**config.mk**
```make
export PLATFORM = sky130hd
export DESIGN_NAME = bcopen_line_store
export DESIGN_NICKNAME = d
export VERILOG_FILES = /design/src/design/bcopen_pkg.sv /design/src/design/bcopen_line_store.sv
export SDC_FILE = /design/constraint.sdc
export NUM_CORES = 2
export LEC_CHECK = 0
export BUFFER_PORTS_ARGS = -buffer_cell sky130_fd_sc_hd__buf_2
export CORE_ASPECT_RATIO = 1.2
export CORE_UTILIZATION = 38
export CTS_BUF_LIST = sky130_fd_sc_hd__clkbuf_8
export CTS_CLUSTER_SIZE = 28
export DETAILED_ROUTE_END_ITERATION = 7
export PLACE_DENSITY = 0.61
export SETUP_SLACK_MARGIN = 0.3
export SLEW_MARGIN = 20
export SYNTH_ARGS = -nofsm -noshare
export SYNTH_HDL_FRONTEND = slang
export SYNTH_SLANG_ARGS = --single-unit
```
**constraint.sdc**
```tcl
create_clock -name clock -period 4.1 [get_ports clock]
set_input_delay 0.615 -clock clock [delete_from_list [all_inputs] [get_ports clock]]
set_output_delay 0.615 -clock clock [all_outputs]
set_load 0.01 [all_outputs]
```
**src/design/bcopen_pkg.sv**
```systemverilog
package bcopen_pkg;

   // Line store geometry
   localparam int MAX_WIDTH = 1024;
   localparam int COL_W     = $clog2(MAX_WIDTH);

   // Register and counter widths
   localparam int WIDTH_W  = 11;
   localparam int HEIGHT_W = 16;
   localparam int ROW_W    = HEIGHT_W + 1;
   localparam int CSR_W    = HEIGHT_W;

   // Clamp limits of the frame size registers
   localparam logic [WIDTH_W-1:0]  MIN_WIDTH   = WIDTH_W'(3);
   localparam logic [WIDTH_W-1:0]  MAX_WIDTH_V = WIDTH_W'(MAX_WIDTH);
   localparam logic [HEIGHT_W-1:0] MIN_HEIGHT  = HEIGHT_W'(3);

   // Register reset values
   localparam logic [WIDTH_W-1:0]  WIDTH_RESET  = WIDTH_W'(640);
   localparam logic [HEIGHT_W-1:0] HEIGHT_RESET = HEIGHT_W'(480);

   // Register indexes
   localparam logic CSR_IMAGE_WIDTH  = 1'b0;
   localparam logic CSR_IMAGE_HEIGHT = 1'b1;

   // Request kinds
   localparam logic FUNC_PIXEL = 1'b0;
   localparam logic FUNC_FLUSH = 1'b1;

   // Foreground gray level
   localparam logic [7:0] FG_LEVEL = 8'd255;

   // One line store entry: bit 0 older row, bit 1 newer row
   typedef logic [1:0] line_type;

   // Access bundle of one line store
   typedef struct packed {
      logic             write_enable;
      logic [COL_W-1:0] write_addr;
      line_type         write_data;
      logic [COL_W-1:0] read_addr_a;
      logic [COL_W-1:0] read_addr_b;
   } store_req_type;

endpackage

```
**src/design/bcopen_line_store.sv**
```systemverilog
module bcopen_line_store (
   input  logic                      clock,
   input  bcopen_pkg::store_req_type req,
   output bcopen_pkg::line_type      rd_data_a,
   output bcopen_pkg::line_type      rd_data_b
);
   import bcopen_pkg::*;

   line_type mem [MAX_WIDTH];
   line_type rd_a_ff;
   line_type rd_b_ff;

   // One write port, two registered read ports
   always_ff @(posedge clock) begin
      if (req.write_enable) begin
         mem[req.write_addr] <= req.write_data;
      end
      rd_a_ff <= mem[req.read_addr_a];
      rd_b_ff <= mem[req.read_addr_b];
   end

   assign rd_data_a = rd_a_ff;
   assign rd_data_b = rd_b_ff;

endmodule

```
---- Yosys cells after proc, flatten, opt, wreduce, memory -nomap -nowiden ----
Memory sizes are Yosys's and may differ from the RTL's. A register that Yosys moved wholly into a read port is not among the register bits.
Cells that the tools add are included.
Widths: inputs -> output; s select.
storage, ports and cells
  register bits after elaboration ......... 0
  memory bits (writable) .................. 2048
  bits of input ports ..................... 34
  output and inout port bits .............. 4
  memories ................................ 1
memory list
  name  words  bits a word  rd ports  clocked after memory_dff  write ports  line                    source
  mem   1024   2            2         2                         1            bcopen_line_store.sv:9  line_type mem [MAX_WIDTH];
operators by class
  multiplexer cells ....................... 2
operators by type and width
  operator  number
  $mux 1    2

---- Depth between registers and ports, before layout ----
  word-level depth ........................ 2
  mapped depth ............................ 14

---- Least setup slack after synthesis ----
No wires, ideal clock.
  path kind ............................... in2reg
  start point ............................. in req[0] (netlist name)
  end point ............................... reg rd_b_ff[0] (netlist: rd_data_b[0]), read port of mem
  library setup time ...................... 0.134 ns
  arrival ................................. 2.736 ns
  setup slack ............................. 1.230 ns
  stages .................................. 9
  buffers on the path ..................... 3
  path through ............................ buf_6 > buf_6 > buf_2 > mux4_2 > a22oi_1 > o21ai_0 > mux4_2 > o211ai_1 > o2111ai_1
RTL lines
  item         line                     source
  from (decl)  bcopen_line_store.sv:3   input bcopen_pkg::store_req_type req,
  to (decl)    bcopen_line_store.sv:11  line_type rd_b_ff;

==> metrics.txt <==
number of clock buffers inserted by TritonCTS 334; portion of netlist area occupied by mux cells 24.3%; mean post-synth cell area 16.2 um^2; xor-xnor portion of the synthesized cell area 0%; die height 566 um; CORE AREA 263,000 um^2; combinational family with the most area after synthesis multiplexers; post-route setup slack 0.786 ns; hold_ws 0.0890 ns; post-synthesis cell area 101,000 um^2; crit share post-route 80.8%; total power density per cell area 395 nW/um^2; vias 65,544; number of hold violations in the final report 0; start point of the critical path req[1]; clock edge transition at the registers on the reported setup and hold paths 0.06 ns; largest fanout on the critical path 27; most frequent standard cell in the layout excluding fill and tap cells sky130_fd_sc_hd__edfxtp_1; start of the worst register-to-register path mem[935][0]$_DFFE_PP_; count of state elements after synthesis 2,052; post-detailed-placement half-perimeter wirelength 225,000 um; Mapped Nets 6,243; arithmetic-cell share of the synthesized area counting full adders, half adders and majority gates 0%; Cell variety after synth 72; per-cell routed wire length 34.9 um; final clock skew 0.0842 ns; Skew-Pair Late Insertion Delay 1.01 ns; buffer count from post-CTS setup fixing 0; number of buffers added to fix hold violations after cts 0; total routed wirelength 354,000 um; most used flip-flop cell after synthesis sky130_fd_sc_hd__edfxtp_1; number of gates resized after cts 0; Synth Area in Compound Gates 5.12%; clock tree from TritonCTS built; path length in cells of the critical path 12; sequential-to-total area share from yosys stat 61.1%; CTS H-tree depth 5; Avg Vias per Cell 6.45; number of port buffers 37; Longest Clk Path Bufs 4; final design area excluding fillers 113,000 um^2; element type at the critical path start input port; 1st-pass router iterations 6; end of the worst register-to-register path rd_data_a[0]$_DFF_P_; cells along the critical path buf_8, nand2_4, buf_12, buf_12, o221ai_1, o22ai_1, o21ai_0, nand3_1, a311oi_1, buf_4, o211ai_1, o2111ai_1; CP required 5.01 ns; time the final worst path needs with I/O delays and setup 3.31 ns; Setup Crit Path Kind in -> reg; Post-synth EDFFs 2,048; buffer type at the clock tree root sky130_fd_sc_hd__clkbuf_8; minimum setup slack among reg-to-reg paths 1.11 ns; wire length of the first global-routing pass 497,000 um; number of global-route vias before repair 67,384; largest net degree at the start of global routing 204; final net count 6,499; max-cap violation count 0; global router's overall resource usage 26.1%; type of the most critical hold path in -> reg; IR drop worst, VDD 0.266 mV; utilization after layout 43.2%; result of the run finished clean; number of buffers and inverters on the critical path 4; area fraction in and, or, nand and nor cells after synthesis 6.09%; number of antenna violations at the first check in global routing 24; Post-Route Setup TNS 0 ns; cell type with the highest occurrence count on the critical path sky130_fd_sc_hd__buf_12; routability cong. 0.914; setup repair after global routing missed its margin no; worst relative slew slack 14.7%; worst-margin pin slew 1.28 ns; share of synthesized flip-flops with an asynchronous set or reset 0%; final count of pins violating max slew 0; Layout Area Growth over Synthesis 12.6%; count of synthesis-stage warnings from yosys 0; Die ar. 267,000 um^2; final routed DRC violation total 0; GRT overflow 0; commonest cells after routing, fill and taps aside sky130_fd_sc_hd__edfxtp_1 (2,048), sky130_fd_sc_hd__nor2_1 (1,076), sky130_fd_sc_hd__mux4_2 (883); share of layout cells above drive strength 1 28.1%; delay of the slowest critical-path stage 0.71 ns; clock tree sinks 2,052; die width 472 um; I/O pin count 38; placed instance area 107,000 um^2; worst path arrival time 4.23 ns; First DRT Iteration DRCs 9,081; worst slack after detailed placement -0.186 ns; setup-violating endpoint count in the final report 0; timing-limited maximum frequency 0.302 GHz; slowest cell on the critical path sky130_fd_sc_hd__a311oi_1; Mapped Cells 6,209; hold-critical path depth 1; number of cell instances on the worst register-to-register path 6; FP Rows 206; nature of the critical path endpoint register; destination of the critical timing path rd_data_b[0]$_DFF_P_; LEAKAGE 35.6 nW; Largest delay share family, worst path compound AO/OA/AOI/OAI gates; effective utilization at floorplan 38.3%; Post-DRT Antenna Nets 0
metrics by stage:
stage / total power, mW / std cells
after global routing: 45.8 / 10148
after detailed placement: 27.7 / 9560
after global placement: 27.7 / 9559
after CTS: 44.8 / 10137
final: 44.8 / 10154
after floorplan: 25.9 / 6209
kinds of logic after synthesis:
logic type | Yosys count
flops | 2052
simple gates | 1485
mux | 1337
compound gates | 738
buf+inv | 597
synthesized netlist by cell type (35+ instances only):
cell type | number | area share (%)
sky130_fd_sc_hd__nor2_1 | 1079 | 4.0
sky130_fd_sc_hd__clkbuf_1 | 295 | 1.1
sky130_fd_sc_hd__buf_1 | 66 | 0.25
sky130_fd_sc_hd__edfxtp_1 | 2048 | 61
sky130_fd_sc_hd__buf_4 | 35 | 0.26
sky130_fd_sc_hd__mux4_2 | 883 | 20
sky130_fd_sc_hd__buf_6 | 88 | 0.98
sky130_fd_sc_hd__a22oi_1 | 88 | 0.66
sky130_fd_sc_hd__buf_2 | 81 | 0.40
sky130_fd_sc_hd__nor3_1 | 83 | 0.41
sky130_fd_sc_hd__nand2_1 | 135 | 0.50
sky130_fd_sc_hd__o22ai_1 | 108 | 0.67
sky130_fd_sc_hd__nand3_1 | 59 | 0.29
sky130_fd_sc_hd__o21ai_0 | 72 | 0.36
sky130_fd_sc_hd__o221ai_1 | 170 | 1.5
sky130_fd_sc_hd__a21oi_1 | 154 | 0.77
sky130_fd_sc_hd__mux2i_1 | 447 | 4.4
area by class of cell:
| class | instances | area (um^2) |
|---|---|---|
| fillers | 23229 | 149000 |
| flip-flops and latches | 2052 | 61600 |
| multi-input cells | 3560 | 36200 |
| repair buffers | 507 | 5100 |
| clock buffers | 342 | 4710 |
| well taps | 3432 | 4290 |
| clock inverters | 235 | 1510 |
| inverters | 10 | 50.0 |
| diodes | 16 | 40.0 |
per-layer routing:
layer | track usage, % | share of wire [%]
met2 | 41.9 | 47
met1 | 31.9 | 34
met5 | 0 | 0.054
met4 | 16.6 | 7.0
met3 | 5.78 | 11
worst min-delay path by stage:
stage | from | to | slack, ns
final | req[20] | mem[535][0]$_DFFE_PP_ | 0.09
after detailed placement | mem[634][0]$_DFFE_PP_ | rd_data_a[0]$_DFF_P_ | 1.06
after CTS | req[21] | mem[819][1]$_DFFE_PP_ | 0.05
after global placement | mem[634][0]$_DFFE_PP_ | rd_data_a[0]$_DFF_P_ | 1.06
after global routing | req[20] | mem[532][0]$_DFFE_PP_ | 0.06
after floorplan | req[20] | mem[0][0]$_DFFE_PP_ | 0.71
registers in the layout, indices dropped and copies added, names as in the netlist:
register   cells
mem         2048
rd_data_a      2
rd_data_b      2
report_power, final:
| group | internal (mW) | switching, mW | total, mW |
|---|---|---|---|
| clock network | 8.94 | 8.46 | 17.4 |
| logic | 1.60 | 2.65 | 4.25 |
| registers | 23.1 | 0.0293 | 23.1 |
| total | 33.6 | 11.1 | 44.8 |
worst register-to-register path, cell delays in order (launching register included):
cell,delay (ns)
sky130_fd_sc_hd__edfxtp_1,0.42
sky130_fd_sc_hd__mux4_2,0.50
sky130_fd_sc_hd__mux4_2,0.50
sky130_fd_sc_hd__a21oi_1,0.19
sky130_fd_sc_hd__o21ai_0,0.37
sky130_fd_sc_hd__o311ai_1,0.78
sky130_fd_sc_hd__nand4_1,0.15
Note: power is estimated with default switching activity, not from simulation.
